**src/hw/rtl/assert_macros.svh**
```systemverilog
// Assertion macros used by the top-level RTL file.
`ifndef ASSERT_MACROS_SVH
`define ASSERT_MACROS_SVH

// Check a condition at every clock edge outside reset.
`define CRP_ASSERT_ALWAYS(lbl, expr, msg) \
  lbl: assert property (@(posedge clk_i) disable iff (!rst_ni) (expr)) else $error(msg);

// Check that an antecedent implies a consequent in the same cycle.
`define CRP_ASSERT_IMPLIES(lbl, ante, cons, msg) \
  lbl: assert property (@(posedge clk_i) disable iff (!rst_ni) (ante) |-> (cons)) \
    else $error(msg);

`endif

```
**src/hw/rtl/crp_pkg.sv**
```systemverilog
// Types, constants and codes of the CIGAR reference-to-read position walker.
package crp_pkg;

  localparam int COUNT_BITS    = 28;
  localparam int READ_LEN_BITS = 24;
  localparam int REF_POS_BITS  = 31;

  localparam int CNT_EXT_W = COUNT_BITS + 4;
  localparam int READ_W    = 35;
  localparam int REF_W     = 34;
  localparam int IDX_W     = 36;

  localparam logic [READ_W-1:0] READ_POS_CAP = READ_W'((64'd1 << 33) - 64'd1);

  localparam logic [7:0] CHAR_0    = 8'h30;
  localparam logic [7:0] CHAR_9    = 8'h39;
  localparam logic [7:0] CHAR_M    = 8'h4D;
  localparam logic [7:0] CHAR_I    = 8'h49;
  localparam logic [7:0] CHAR_D    = 8'h44;
  localparam logic [7:0] CHAR_N    = 8'h4E;
  localparam logic [7:0] CHAR_S    = 8'h53;
  localparam logic [7:0] CHAR_EQ   = 8'h3D;
  localparam logic [7:0] CHAR_X    = 8'h58;
  localparam logic [7:0] CHAR_STAR = 8'h2A;

  typedef enum logic [1:0] {
    ST_FOUND = 2'd0,
    ST_NIL   = 2'd1,
    ST_ERR   = 2'd2
  } crp_status_e;

  typedef struct packed {
    logic [7:0]               cigar_byte;
    logic                     last;
    logic                     empty_req;
    logic [REF_POS_BITS-1:0]  align_pos;
    logic [READ_LEN_BITS-1:0] read_length;
  } crp_in_t;

  typedef struct packed {
    crp_status_e              status;
    logic [READ_LEN_BITS-1:0] read_index;
  } crp_out_t;

  typedef struct packed {
    logic     emit;
    crp_out_t word;
  } crp_res_t;

endpackage

```
**src/hw/rtl/cigar_ref_to_read_position_top.sv**
```systemverilog
// Top level of the CIGAR reference-to-read position walker.
//
//   channel | direction | handshake              | word
//   --------+-----------+------------------------+-----------------------------
//   cfg     | in        | cfg_valid_i/cfg_ready_o | target_ref_pos (31 bits)
//   in      | in        | in_valid_i/in_stall_o   | crp_in_t: one CIGAR byte
//   out     | out       | out_valid_o/out_stall_i | crp_out_t: status, read index
//
// One byte per cycle unless the output stalls; each byte and its result are registered.
// Throughput is set by the single walker stage, which updates all parse state per byte.
// Reset resets the parse state and sets the target to 1; configuration is always ready.
// A stalled result word holds; the input register still takes a word while the
// result register waits, and stalls only when both are full.
`include "assert_macros.svh"

module cigar_ref_to_read_position_top
  import crp_pkg::*;
(
  input  logic                    clk_i,
  input  logic                    rst_ni,
  input  logic                    cfg_valid_i,
  output logic                    cfg_ready_o,
  input  logic [REF_POS_BITS-1:0] cfg_data_i,
  input  logic                    in_valid_i,
  output logic                    in_stall_o,
  input  crp_in_t                 in_data_i,
  output logic                    out_valid_o,
  input  logic                    out_stall_i,
  output crp_out_t                out_data_o
);

  logic     advance;
  logic     fire;
  crp_in_t  word;
  crp_res_t res;
  logic     no_base;

  assign cfg_ready_o = 1'b1;
  assign no_base     = out_valid_o && (out_data_o.status != ST_FOUND);

  crp_in_stage u_in (
    .clk_i      (clk_i),
    .rst_ni     (rst_ni),
    .in_valid_i (in_valid_i),
    .in_stall_o (in_stall_o),
    .in_data_i  (in_data_i),
    .advance_i  (advance),
    .fire_o     (fire),
    .word_o     (word)
  );

  crp_walk u_walk (
    .clk_i      (clk_i),
    .rst_ni     (rst_ni),
    .cfg_we_i   (cfg_valid_i & cfg_ready_o),
    .cfg_data_i (cfg_data_i),
    .fire_i     (fire),
    .word_i     (word),
    .res_o      (res)
  );

  crp_out_stage u_out (
    .clk_i       (clk_i),
    .rst_ni      (rst_ni),
    .fire_i      (fire),
    .res_i       (res),
    .advance_o   (advance),
    .out_valid_o (out_valid_o),
    .out_stall_i (out_stall_i),
    .out_data_o  (out_data_o)
  );

  `CRP_ASSERT_IMPLIES(a_stall_full, in_stall_o, out_valid_o && out_stall_i, "stall, output free")
  `CRP_ASSERT_IMPLIES(a_index_zero, no_base, out_data_o.read_index == '0, "index without base")
  `CRP_ASSERT_IMPLIES(a_result_src, $rose(out_valid_o), $past(fire && res.emit), "no walker step")

endmodule

```
**src/hw/rtl/crp_in_stage.sv**
```systemverilog
// Input register of the walker: holds one CIGAR word until the walker takes it.
module crp_in_stage
  import crp_pkg::*;
(
  input  logic    clk_i,
  input  logic    rst_ni,
  input  logic    in_valid_i,
  output logic    in_stall_o,
  input  crp_in_t in_data_i,
  input  logic    advance_i,
  output logic    fire_o,
  output crp_in_t word_o
);

  logic    valid_q, valid_d;
  crp_in_t data_q;

  assign in_stall_o = valid_q & ~advance_i;
  assign fire_o     = valid_q & advance_i;
  assign word_o     = data_q;

  always_comb begin
    valid_d = valid_q;
    if (!in_stall_o) begin
      valid_d = in_valid_i;
    end
  end

  always_ff @(posedge clk_i or negedge rst_ni) begin
    if (!rst_ni) begin
      valid_q <= 1'b0;
    end else begin
      valid_q <= valid_d;
    end
  end

  always_ff @(posedge clk_i) begin
    if (in_valid_i && !in_stall_o) begin
      data_q <= in_data_i;
    end
  end

endmodule

```
**src/hw/rtl/crp_walk.sv**
```systemverilog
// CIGAR parser and position tracker: one byte per cycle while fire_i is high, at most one result per byte.
module crp_walk
  import crp_pkg::*;
(
  input  logic                    clk_i,
  input  logic                    rst_ni,
  input  logic                    cfg_we_i,
  input  logic [REF_POS_BITS-1:0] cfg_data_i,
  input  logic                    fire_i,
  input  crp_in_t                 word_i,
  output crp_res_t                res_o
);

  logic [REF_POS_BITS-1:0] target_q;
  logic [COUNT_BITS-1:0]   cnt_q, cnt_d;
  logic                    hd_q, hd_d;
  logic                    first_q, first_d;
  logic [READ_W-1:0]       read_q, read_d;
  logic [REF_W-1:0]        ref_q, ref_d;
  logic                    decided_q, decided_d;

  logic [COUNT_BITS-1:0] cnt_eff;
  logic                  hd_eff;
  logic [READ_W-1:0]     read_eff, read_sum, read_new;
  logic [REF_W-1:0]      ref_eff, ref_add, target_ext;
  logic [CNT_EXT_W-1:0]  cnt_ext, cnt_next;
  logic [IDX_W-1:0]      idx;
  logic                  is_digit, overflow, adv_ref, adv_read, ref_hit, in_read;
  logic [7:0]            c;
  logic                  emit;
  crp_status_e           status;

  assign c          = word_i.cigar_byte;
  assign cnt_eff    = first_q ? '0 : cnt_q;
  assign hd_eff     = first_q ? 1'b0 : hd_q;
  assign read_eff   = first_q ? '1 : read_q;
  assign ref_eff    = first_q ? (REF_W'(word_i.align_pos) - REF_W'(1)) : ref_q;
  assign target_ext = REF_W'(target_q);

  assign is_digit = (c >= CHAR_0) && (c <= CHAR_9);
  assign cnt_ext  = CNT_EXT_W'(cnt_eff);
  assign cnt_next = (cnt_ext << 3) + (cnt_ext << 1) + CNT_EXT_W'(c[3:0]);
  assign overflow = |cnt_next[CNT_EXT_W-1:COUNT_BITS];

  assign adv_ref  = (c == CHAR_M) || (c == CHAR_D) || (c == CHAR_N) ||
                    (c == CHAR_EQ) || (c == CHAR_X);
  assign adv_read = (c == CHAR_M) || (c == CHAR_I) || (c == CHAR_S) ||
                    (c == CHAR_EQ) || (c == CHAR_X);

  assign read_sum = read_eff + READ_W'(cnt_eff);
  assign read_new = (adv_read && !read_sum[READ_W-1] && (read_sum > READ_POS_CAP)) ?
                    READ_POS_CAP : (adv_read ? read_sum : read_eff);
  assign ref_add  = ref_eff + REF_W'(cnt_eff);
  assign ref_hit  = !ref_add[REF_W-1] && (ref_add >= target_ext);

  assign idx = {{(IDX_W-READ_W){read_new[READ_W-1]}}, read_new}
             - ({{(IDX_W-REF_W){ref_add[REF_W-1]}}, ref_add} - IDX_W'(target_q));
  assign in_read = !idx[IDX_W-1] && (idx < IDX_W'(word_i.read_length));

  always_comb begin
    emit      = 1'b0;
    status    = ST_NIL;
    cnt_d     = cnt_eff;
    hd_d      = hd_eff;
    first_d   = 1'b0;
    read_d    = read_eff;
    ref_d     = ref_eff;
    decided_d = decided_q;
    if (word_i.empty_req) begin
      emit = ~decided_q;
    end else if (!decided_q) begin
      if (first_q && (c == CHAR_STAR)) begin
        emit   = 1'b1;
        status = word_i.last ? ST_NIL : ST_ERR;
      end else if (is_digit) begin
        cnt_d = cnt_next[COUNT_BITS-1:0];
        hd_d  = 1'b1;
        if (overflow || word_i.last) begin
          emit   = 1'b1;
          status = ST_ERR;
        end
      end else if (!hd_eff) begin
        emit   = 1'b1;
        status = ST_ERR;
      end else begin
        cnt_d  = '0;
        hd_d   = 1'b0;
        read_d = read_new;
        if (adv_ref) begin
          ref_d = ref_add;
        end
        if (adv_ref && ref_hit) begin
          emit   = 1'b1;
          status = (adv_read && in_read) ? ST_FOUND : ST_NIL;
        end else if (word_i.last) begin
          emit   = 1'b1;
          status = ST_NIL;
        end
      end
      if (emit && !word_i.last) begin
        decided_d = 1'b1;
      end
    end
    if (word_i.empty_req || word_i.last) begin
      cnt_d     = '0;
      hd_d      = 1'b0;
      first_d   = 1'b1;
      read_d    = '1;
      ref_d     = '0;
      decided_d = 1'b0;
    end
  end

  always_comb begin
    res_o.emit            = emit;
    res_o.word.status     = status;
    res_o.word.read_index = (status == ST_FOUND) ? idx[READ_LEN_BITS-1:0] : '0;
  end

  always_ff @(posedge clk_i or negedge rst_ni) begin
    if (!rst_ni) begin
      target_q  <= REF_POS_BITS'(1);
      cnt_q     <= '0;
      hd_q      <= 1'b0;
      first_q   <= 1'b1;
      read_q    <= '1;
      ref_q     <= '0;
      decided_q <= 1'b0;
    end else begin
      if (cfg_we_i) begin
        target_q <= cfg_data_i;
      end
      if (fire_i) begin
        cnt_q     <= cnt_d;
        hd_q      <= hd_d;
        first_q   <= first_d;
        read_q    <= read_d;
        ref_q     <= ref_d;
        decided_q <= decided_d;
      end
    end
  end

endmodule

```
**src/hw/rtl/crp_out_stage.sv**
```systemverilog
// Result register: holds one result word until the consumer takes it.
module crp_out_stage
  import crp_pkg::*;
(
  input  logic     clk_i,
  input  logic     rst_ni,
  input  logic     fire_i,
  input  crp_res_t res_i,
  output logic     advance_o,
  output logic     out_valid_o,
  input  logic     out_stall_i,
  output crp_out_t out_data_o
);

  logic     valid_q, valid_d;
  crp_out_t data_q;

  assign advance_o   = ~valid_q | ~out_stall_i;
  assign out_valid_o = valid_q;
  assign out_data_o  = data_q;

  always_comb begin
    valid_d = valid_q;
    if (advance_o) begin
      valid_d = fire_i & res_i.emit;
    end
  end

  always_ff @(posedge clk_i or negedge rst_ni) begin
    if (!rst_ni) begin
      valid_q <= 1'b0;
    end else begin
      valid_q <= valid_d;
    end
  end

  always_ff @(posedge clk_i) begin
    if (advance_o && fire_i && res_i.emit) begin
      data_q <= res_i.word;
    end
  end

endmodule
```
**config.mk**
```make
export PLATFORM = sky130hd
export DESIGN_NAME = cigar_ref_to_read_position_top
export DESIGN_NICKNAME = d
export VERILOG_FILES = /design/src/hw/rtl/crp_pkg.sv /design/src/hw/rtl/cigar_ref_to_read_position_top.sv /design/src/hw/rtl/crp_in_stage.sv /design/src/hw/rtl/crp_walk.sv /design/src/hw/rtl/crp_out_stage.sv
export VERILOG_INCLUDE_DIRS = /design/src /design/src/hw/rtl
export SDC_FILE = /design/constraint.sdc
export NUM_CORES = 1
export LEC_CHECK = 0
export ABC_CLOCK_PERIOD_IN_PS = 11300
export BUFFER_PORTS_ARGS = -buffer_cell sky130_fd_sc_hd__buf_2
export CORE_MARGIN = 2
export CORE_UTILIZATION = 55
export DETAILED_ROUTE_END_ITERATION = 12
export GPL_TIMING_DRIVEN = 0
export HOLD_SLACK_MARGIN = 0.12
export PLACE_DENSITY = 0.76
export SLEW_MARGIN = 40
export SYNTH_ARGS = -nofsm -noshare
export SYNTH_HDL_FRONTEND = slang
export SYNTH_SLANG_ARGS = --single-unit
```
**constraint.sdc**
```tcl
create_clock -name clk_i -period 11.3 [get_ports clk_i]
set_clock_uncertainty 0.2 [all_clocks]
set_input_delay 0.565 -clock clk_i [delete_from_list [all_inputs] [get_ports clk_i]]
set_output_delay 0.565 -clock clk_i [all_outputs]
set_load 0.05 [all_outputs]
```
==> impl_metrics.toml, run 1 <==
[drt]
via_per_inst = 6.22
dr_total_vias = 18377
drc = 0
ant_nets = 0
wl_per_cell_um = 21.6
wirelength_um = 63700
first_iter_violations = 1567
drt_pre_antenna_iters = 8

[logic_synthesis]
postSynth.asyncResetShare_pct = 59.4
ys_seq_area_share_pct = 31.7
ys_ff_latch = 224
ys.flop_type = "dfrtp_1"
synth_fp_nets = 2521
ys_types = 95
synth_area_per_cell_um2 = 8.72
syn-cell-area_um2 = 19300
syn-instance-count = 2212
synth_edf_count = 91
yosysWarnings = 0
yosys.area.top_type = "edfxtp_1"
synth_top_area_share_pct = 14.2
synth_area_leaders = "edfxtp_1 14%, ha_1 13%, dfrtp_1 12%"

[clock_tree]
clk_path_buf_depth = 3
root_buffer = "clkbuf_16"
clock_latency_ns = 0.59
cts.sinks = 224
cts_tree = "done"
path_clk_slew_ns = 0.07
cts_made_buffers = 28
htree_levels = 1

[setup_path]
arrival_ns = 11.13
cp.buffers_inverters = 7
r2r_cells = 48
crit_top_cell = "a21oi_1"
reg2reg_slack_ns = 0.39
slowest_stage = "dfstp_2"
critPathKind = "reg2reg"
r2r-end = "u_out.out_data_o[3]"
worstSetupEndpointType = "flop"
cpLargestDelayFamily = "compound AO/OA/AOI/OAI gates"
r2r_start = "u_walk.first_q"
max_stage_delay_ns = 0.56
path_max_fanout = 10
cp.required_ns = 11.52
start_kind = "flop"

[layout]
final_cell_mix = "211 x nand2_1, 193 x ha_1, 181 x a21oi_1, 162 x o21ai_0, 142 x nor2_1"
postLayoutCellArea_um2 = 23000
antenna_cells = 0
fin_nets = 2787
fillers = 2815
syn2layout_area_growth_pct = 19.0
layout_commonest_cell = "nand2_1"
drive_gt1_share_pct = 14.7

[floorplanning]
fp.dieArea_um2 = 36600
fp.dieW_um = 191
initial_utilization_pct = 55.8
core_area_um2 = 34500
io_pins = 130
die_height_um = 191
core.rowCount = 68

[placed_design]
dp_hpwl_um = 48600
place_area_um2 = 20600
io_buffers = 127
routabilityCongestion = 0.986
place_ws_ns = -3.21

[grt]
grt_max_degree = 53
grt_pass1_vias = 17740
antenna_found_initial = 1
grt_pass1_wl_um = 97500
grtUsageTotal_pct = 34.5
grt_remaining_overflow = 0

[worst_hold_path]
hold_class = "in2async"

[timing]
max_freq_mhz = 91.6
relSlewSlack_pct = 39.0
tightestPinTransition_ns = 0.909
setup_viol = 0
layout_min_cycle_time_ns = 10.91
fin_setup_tns_ns = 0
whs_ns = 0.275
drv_slew = 0
period_share_pct = 96.6
finalHoldViolations = 0
setup_slack_ns = 0.386

[run]
cap_violations = 0

[power]
leakage_nw = 10.3
power_per_cell_area_nw_per_um2 = 185
ir_worst_vdd_mv = 0.166
power_mw = 4.25

[run_status]
status = "complete, no violations"
routing by layer:
layer | global-route usage [%] | wire length (um) | vias up
met4 | 13.8 | 3020 | 2
met1 | 43.9 | 26400 | 8774
met2 | 59.3 | 30000 | 776
met3 | 4.64 | 4310 | 164
li1 | - | - | 8661
met5 | 0 | 12 | -
sequential cells by signal, indices dropped and copies added, names as in the netlist:
register / cells
u_walk.decided_q: 1
u_out.out_valid_o: 1
u_walk.cnt_q: 28
u_in.valid_q: 1
u_walk.read_q: 35
u_walk.ref_q: 34
u_walk.hd_q: 1
u_out.out_data_o: 26
u_walk.target_q: 31
u_in.word_o: 65
u_walk.first_q: 1
worst reg2reg max path, delay by kind of cell (launching register included):
kind	cells	cell delay, ns
xor+xnor	3	0.74
flops	1	0.56
simple gates	14	2.87
compound gates	20	3.44
buf+inv	7	1.42
fa+ha+maj	4	1.50
report_power, final:
part	internal [mW]	switching (mW)	total (mW)	leakage (nW)
sequential	0.934	0.0401	0.974	2.54
combinational	0.894	1.43	2.32	7.30
clock	0.557	0.396	0.953	0.460
logic make-up (layout without fill, tap and decap cells):
kind of cell / Yosys count / count (layout) / synth area share, %
AOI/OAI and AO/OA: 699 / 699 / 23.3
buffers and inverters: 187 / 474 / 3.74
DFF: 224 / 224 / 31.7
muxes: 33 / 33 / 1.73
adders and majority gates: 208 / 208 / 13.7
and+or+nand+nor: 708 / 708 / 18.8
xor gates and xnor gates: 152 / 152 / 7.04
other: 1 / 1 / 0.0194
worst max path at each step:
stage / startpoint / endpoint / slack [ns] / cells past startpoint
2_1_floorplan: u_walk.first_q / u_out.out_data_o[10] / 0.80 / 45
3_3_place_gp: u_walk.first_q / u_out.out_data_o[6] / -3.30 / 45
3_5_place_dp: u_walk.first_q / u_out.out_data_o[3] / -3.21 / 47
4_1_cts: u_walk.first_q / u_out.out_data_o[3] / 0.05 / 48
5_1_grt: u_in.word_o[24] / u_out.out_data_o[18] / -0.02 / 43
6_report: u_walk.first_q / u_out.out_data_o[3] / 0.39 / 48
synthesized netlist by cell type, types with 13 or more instances:
| cell | n |
|---|---|
| o22ai_1 | 17 |
| dfrtp_1 | 96 |
| and2_1 | 13 |
| nand2b_1 | 30 |
| a21o_1 | 88 |
| and3_1 | 17 |
| o21bai_1 | 16 |
| or3_1 | 13 |
| o21a_1 | 23 |
| ha_1 | 202 |
| a211oi_1 | 13 |
| a31oi_1 | 30 |
| nand4_1 | 22 |
| a21oi_1 | 184 |
| or2_2 | 39 |
| o31ai_1 | 13 |
| nor2_1 | 143 |
| mux2i_1 | 30 |
| xor2_1 | 64 |
| xnor2_1 | 86 |
| inv_1 | 106 |
| nor3_2 | 20 |
| nand3_1 | 40 |
| a22o_1 | 20 |
| nor3_1 | 57 |
| clkbuf_1 | 73 |
| o21ai_0 | 164 |
| o22a_1 | 33 |
| nand2_1 | 211 |
| nor2b_1 | 45 |
| edfxtp_1 | 91 |
| dfstp_2 | 37 |
per-stage QoR:
stage / util [%] / cells
2_1_floorplan: - / 2212
3_3_place_gp: 59.3 / 2794
3_5_place_dp: 59.8 / 2800
4_1_cts: 65.8 / 2950
5_1_grt: 66.4 / 2954
6_report: 66.4 / 2954
what timing repair did:
item                       CTS  global route
setup buffers                2             6
gates resized for setup     35            60
hold endpoints to repair   200             0
hold buffers               100             0
setup endpoints to repair   25            25
pin swaps                    1            10
cell type report:
type                    count  area, um^2  share of cell area, %
flip-flops and latches    224        6110                   26.6
plain buffers              75         382                   1.66
inverters                 107         402                   1.75
clock buffers              36         781                   3.40
well taps                 455         569                   2.48
clock inverters            15         180                  0.785
repair buffers            241        1810                   7.88
multi-input cells        1801       12700                   55.4
Power figures use the tool's default switching activity.
==> run 2: changes to the inputs <==
--- a/config.mk
+++ b/config.mk
@@ -8,12 +8,14 @@
 export LEC_CHECK = 0
 export ABC_CLOCK_PERIOD_IN_PS = 11300
 export BUFFER_PORTS_ARGS = -buffer_cell sky130_fd_sc_hd__buf_2
+export CELL_PAD_IN_SITES_DETAIL_PLACEMENT = 2
+export CELL_PAD_IN_SITES_GLOBAL_PLACEMENT = 2
 export CORE_MARGIN = 2
-export CORE_UTILIZATION = 55
+export CORE_UTILIZATION = 35
 export DETAILED_ROUTE_END_ITERATION = 12
 export GPL_TIMING_DRIVEN = 0
 export HOLD_SLACK_MARGIN = 0.12
-export PLACE_DENSITY = 0.76
+export PLACE_DENSITY_LB_ADDON = 0.1
 export SLEW_MARGIN = 40
 export SYNTH_ARGS = -nofsm -noshare
 export SYNTH_HDL_FRONTEND = slang
==> run 2 against run 1 <==
  * Combinational power up 12%
  * Worst hold slack worse by 0.14 ns
  * Total power up 9.7%
  * Maximum frequency down 1.3%
  * Sequential cell count unchanged
  * Setup slack worse by 0.14 ns
  * Non-clock buffer count up 14
  * Core utilization down 23 points
==> impl_metrics.toml, run 2 (synthesis results as in run 1) <==
[placed_design]
routabilityCongestion = 0.920
dp_hpwl_um = 62800
place_ws_ns = -3.58
io_buffers = 127

[setup_path]
max_stage_delay_ns = 0.57
cp.required_ns = 11.54
critPathKind = "reg2reg"
path_max_fanout = 10
start_kind = "flop"
arrival_ns = 11.30
slowest_stage = "dfstp_2"
worstSetupEndpointType = "flop"

[clock_tree]
cts_made_buffers = 31
path_clk_slew_ns = 0.06
clk_path_buf_depth = 3
root_buffer = "clkbuf_16"
cts.sinks = 224
htree_levels = 1
cts_tree = "done"
clock_latency_ns = 0.62

[floorplanning]
io_pins = 130
fp.dieW_um = 239
core.rowCount = 86
fp.dieArea_um2 = 57000
initial_utilization_pct = 35.2
die_height_um = 239
core_area_um2 = 54800

[timing]
period_share_pct = 97.9
setup_slack_ns = 0.242
layout_min_cycle_time_ns = 11.06
relSlewSlack_pct = 37.5
setup_viol = 0
max_freq_mhz = 90.4
whs_ns = 0.135
tightestPinTransition_ns = 0.937
finalHoldViolations = 0
drv_slew = 0

[power]
seq_power_share_pct = 21.0
leakage_nw = 10.6
combPwrFrac_pct = 55.6
power_per_cell_area_nw_per_um2 = 194
power_mw = 4.66
p_sw_share_pct = 45.0
ir_worst_vdd_mv = 0.135
p_sw_mw = 2.10
cell_internal_pwr_mw = 2.57
p_clk_share_pct = 23.4

[run]
cap_violations = 0

[drt]
via_per_inst = 5.74
dr_total_vias = 18499
wl_per_cell_um = 25.4
first_iter_violations = 816
drt_pre_antenna_iters = 4
ant_nets = 0
wirelength_um = 82000
drc = 0

[run_status]
status = "complete, no violations"

[grt]
antenna_found_initial = 3
grt_pass1_vias = 20536
grt_max_degree = 65
grt_remaining_overflow = 0
grtUsageTotal_pct = 28.7
grt_pass1_wl_um = 125000

[layout]
syn2layout_area_growth_pct = 24.3
fin_nets = 2804
layout_commonest_cell = "nand2_1"
final_cell_mix = "209 x nand2_1, 184 x ha_1, 169 x a21oi_1, 158 x o21ai_0, 141 x nor2_1"
drive_gt1_share_pct = 18.0
largest_register_ffs = 65

[worst_hold_path]
hold_class = "in2async"
## run 2: cell count changes in the layout (fill, tap and decap cells not counted), moves of 4 or more
cell / delta
bufinv_16: +4
ha_2: +8
o21ai_0: -4
nor2b_4: +4
a21oi_1: -12
xor2_1: -6
ha_1: -9
nor2b_1: -12
xor2_2: +6
buf_4: +8
clkbuf_16: +7
nor2b_2: +8
clkinv_2: +8
a21oi_2: +12
## run 2: repair_timing
item,CTS,global route
hold buffers,100,0
pin swaps,20,11
setup endpoints to repair,25,25
endpoints found under the hold margin,144,0
buffers inserted,15,3
gates resized for setup,133,39
## run 2: layout make-up
cell class | count | area [um^2]
flip-flops and latches | 224 | 6110
repair buffers | 254 | 1920
multi-input cells | 1801 | 13100
diodes | 1 | 2.50
well taps | 704 | 881
fillers | 5923 | 30800
inverters | 107 | 402
clock buffers | 35 | 791
clock inverters | 23 | 303
plain buffers | 76 | 488
## run 2: critical path, delay by kind of cell (launching register included)
family	cells	cell delay, ns
and+or+nand+nor	16	3.59
AOI/OAI and AO/OA	10	2.56
buffers and inverters	8	1.56
adders and majority gates	4	1.47
xor gates and xnor gates	3	0.91
DFF	1	0.57
## run 2: metrics by stage
step / cell area (um^2) / utilization (%) / instances / TNS, ns
floorplan: 19300 / - / 2212 / 0
global route: 24000 / 43.8 / 3224 / -1.25
detailed placement: 21000 / 38.4 / 3051 / -88.32
CTS: 23800 / 43.4 / 3220 / 0
finish: 24000 / 43.8 / 3225 / 0
global placement: 20800 / 38.0 / 3043 / -152.26
## run 2: final timing paths
path                             startpoint             endpoint  slack (ns)  depth (start not counted)
setup reg to reg             u_walk.first_q  u_out.out_data_o[8]        0.24                         41
max in group asynchronous            rst_ni    u_walk.read_q[31]        9.75                          4
setup / recovery             u_walk.first_q  u_out.out_data_o[8]        0.24                         41
hold / removal                       rst_ni      u_walk.cnt_q[5]        0.14                          2
hold reg to reg            u_walk.cnt_q[19]     u_walk.cnt_q[19]        0.28                          2
min in group clk_i         u_walk.cnt_q[19]     u_walk.cnt_q[19]        0.28                          2
## run 2: power by group through the flow
stage,clock network (mW),registers [mW],logic (mW)
final,1.09,0.979,2.59
after global routing,1.14,0.986,2.85
after CTS,1.11,0.978,2.53
after detailed placement,0,0.992,2.38
after global placement,0,0.990,2.26
after floorplan,0,1.04,1.58
## run 2: per-layer routing
metal / track usage [%] / up-vias / wire length, um
met1: 35.3 / 9317 / 35100
li1: - / 8695 / -
met2: 50.5 / 321 / 40000
met4: 13.0 / 4 / 4250
met5: 0 / - / 33
met3: 3.18 / 162 / 2600
==> run 3: changes to the inputs <==
--- a/config.mk
+++ b/config.mk
@@ -16,6 +16,7 @@
 export GPL_TIMING_DRIVEN = 0
 export HOLD_SLACK_MARGIN = 0.12
 export PLACE_DENSITY_LB_ADDON = 0.1
+export RECOVER_POWER = 25
 export SLEW_MARGIN = 40
 export SYNTH_ARGS = -nofsm -noshare
 export SYNTH_HDL_FRONTEND = slang
==> run 3 against run 2 <==
  * The run now ends with capacitance limit, slew limit left
  * Non-clock buffer count is the same
  * Clock-buffer cell count did not move
  * Total power about the same
  * First-iteration DRC count grew 3.9%
  * Global-route usage stayed put
  * Maximum frequency down 0.20%
  * Critical path depth shrank 1
  * Setup slack got worse by 0.022 ns
  * Cell area shrank 0.20%
  * Largest cell class unchanged
  * Highest routed layer unchanged
==> impl_metrics.toml, run 3 (synthesis results as in run 1) <==
[run_status]
status = "finished, violations left"
violations = "capacitance limit, slew limit"

[grt]
grt_max_degree = 65
grt_pass1_vias = 20536
antenna_found_initial = 3
grt_remaining_overflow = 0
grt_pass1_wl_um = 125000
grtUsageTotal_pct = 28.7

[clock_tree]
cts_tree = "done"
cts.sinks = 224
cts_made_buffers = 31
root_buffer = "clkbuf_16"
clock_latency_ns = 0.62
path_clk_slew_ns = 0.06
htree_levels = 1
clk_path_buf_depth = 3

[layout]
largest_register_ffs = 65
fin_nets = 2804
syn2layout_area_growth_pct = 24.0
layout_commonest_cell = "nand2_1"
final_cell_mix = "209 x nand2_1, 184 x ha_1, 169 x a21oi_1, 158 x o21ai_0, 141 x nor2_1"
drive_gt1_share_pct = 17.5

[floorplanning]
io_pins = 130
initial_utilization_pct = 35.2
fp.dieW_um = 239
die_height_um = 239
core.rowCount = 86
core_area_um2 = 54800
fp.dieArea_um2 = 57000

[setup_path]
cp.buffers_inverters = 3
cp.required_ns = 11.54
arrival_ns = 11.32
start_kind = "flop"
worstSetupEndpointType = "flop"
critPathKind = "reg2reg"
r2r-end = "u_out.out_data_o[8]"
max_stage_delay_ns = 0.60
path_max_fanout = 10
reg2reg_slack_ns = 0.22
cp.depth = 40
cpLargestDelayFamily = "simple AND/OR/NAND/NOR gates"
r2r_start = "u_in.word_o[25]"
r2r_cells = 40
slowest_stage = "or4b_2"

[power]
leakage_nw = 10.5
ir_worst_vdd_mv = 0.136
power_per_cell_area_nw_per_um2 = 195

[placed_design]
dp_hpwl_um = 62800
place_ws_ns = -3.58
io_buffers = 127
routabilityCongestion = 0.920

[run]
cap_violations = 1

[worst_hold_path]
hold_class = "in2async"

[timing]
drv_slew = 61
fin_setup_tns_ns = 0
relSlewSlack_pct = -159
setup_slack_ns = 0.219
setup_viol = 0
period_share_pct = 98.1
finalHoldViolations = 0
layout_min_cycle_time_ns = 11.08
tightestPinTransition_ns = 3.89
max_freq_mhz = 90.2

[drt]
first_iter_violations = 848
drc = 0
ant_nets = 0
via_per_inst = 5.74
wirelength_um = 81900
drt_pre_antenna_iters = 5
wl_per_cell_um = 25.4
dr_total_vias = 18527
-- run 3: cell types whose count changed in the layout (fill, tap and decap cells not counted) --
cell | before | now
clkbuf_2 | 4 | 6
buf_2 | 129 | 117
buf_8 | 4 | 3
clkbuf_1 | 55 | 67
buf_16 | 2 | 1
-- run 3: metal layers --
| metal | vias up | GRT usage, % | wire, um | part of all wire, % |
|---|---|---|---|---|
| li1 | 8698 | - | - | - |
| met1 | 9337 | 35.3 | 35100 | 43 |
| met2 | 324 | 50.5 | 39900 | 49 |
| met3 | 164 | 3.18 | 2650 | 3.2 |
| met4 | 4 | 13.0 | 4280 | 5.2 |
| met5 | - | 0 | 33 | 0.040 |
-- run 3: layout make-up --
class	instances	area [um^2]
clock buffer	35	791
multi-input combinational	1801	13100
sequential	224	6110
inverter	107	402
clock inverter	23	303
antenna	1	2.50
buffer	76	488
tap	704	881
fill	5935	30800
timing repair buffer	254	1870
-- run 3: power breakdown --
group / leakage, nW / total (mW) / switching [mW] / internal, mW
logic: 7.44 / 2.59 / 1.62 / 0.969
clock network: 0.533 / 1.09 / 0.431 / 0.660
registers: 2.54 / 0.979 / 0.0447 / 0.934
total: 10.5 / 4.66 / 2.10 / 2.56
-- run 3: how the worst max path moves through the flow --
| stage | end | start |
|---|---|---|
| 2_1_floorplan | u_out.out_data_o[10] | u_walk.first_q |
| 3_3_place_gp | u_out.out_data_o[3] | u_walk.first_q |
| 3_5_place_dp | u_out.out_data_o[8] | u_walk.first_q |
| 4_1_cts | u_out.out_data_o[8] | u_in.word_o[25] |
| 5_1_grt | u_out.out_data_o[4] | u_walk.first_q |
| 6_report | u_out.out_data_o[8] | u_in.word_o[25] |
-- run 3: through the flow --
step	instance area (um^2)	power (mW)	hold slack [ns]	instances	util [%]
2_1_floorplan	19300	2.62	0.0694	2212	-
3_3_place_gp	20800	3.25	0.252	3043	38.0
3_5_place_dp	21000	3.37	0.180	3051	38.4
4_1_cts	23800	4.62	0.123	3220	43.4
5_1_grt	23900	4.97	0.305	3224	43.7
6_report	23900	4.66	0.272	3225	43.7
-- run 3: repair_timing --
item | 4_1_cts | 5_1_grt
gates resized for setup | 133 | 39
setup buffers | 15 | 3
endpoints found under the hold margin | 144 | 0
endpoints found under the setup margin | 25 | 25
pin swaps | 20 | 11
hold buffers | 100 | 0
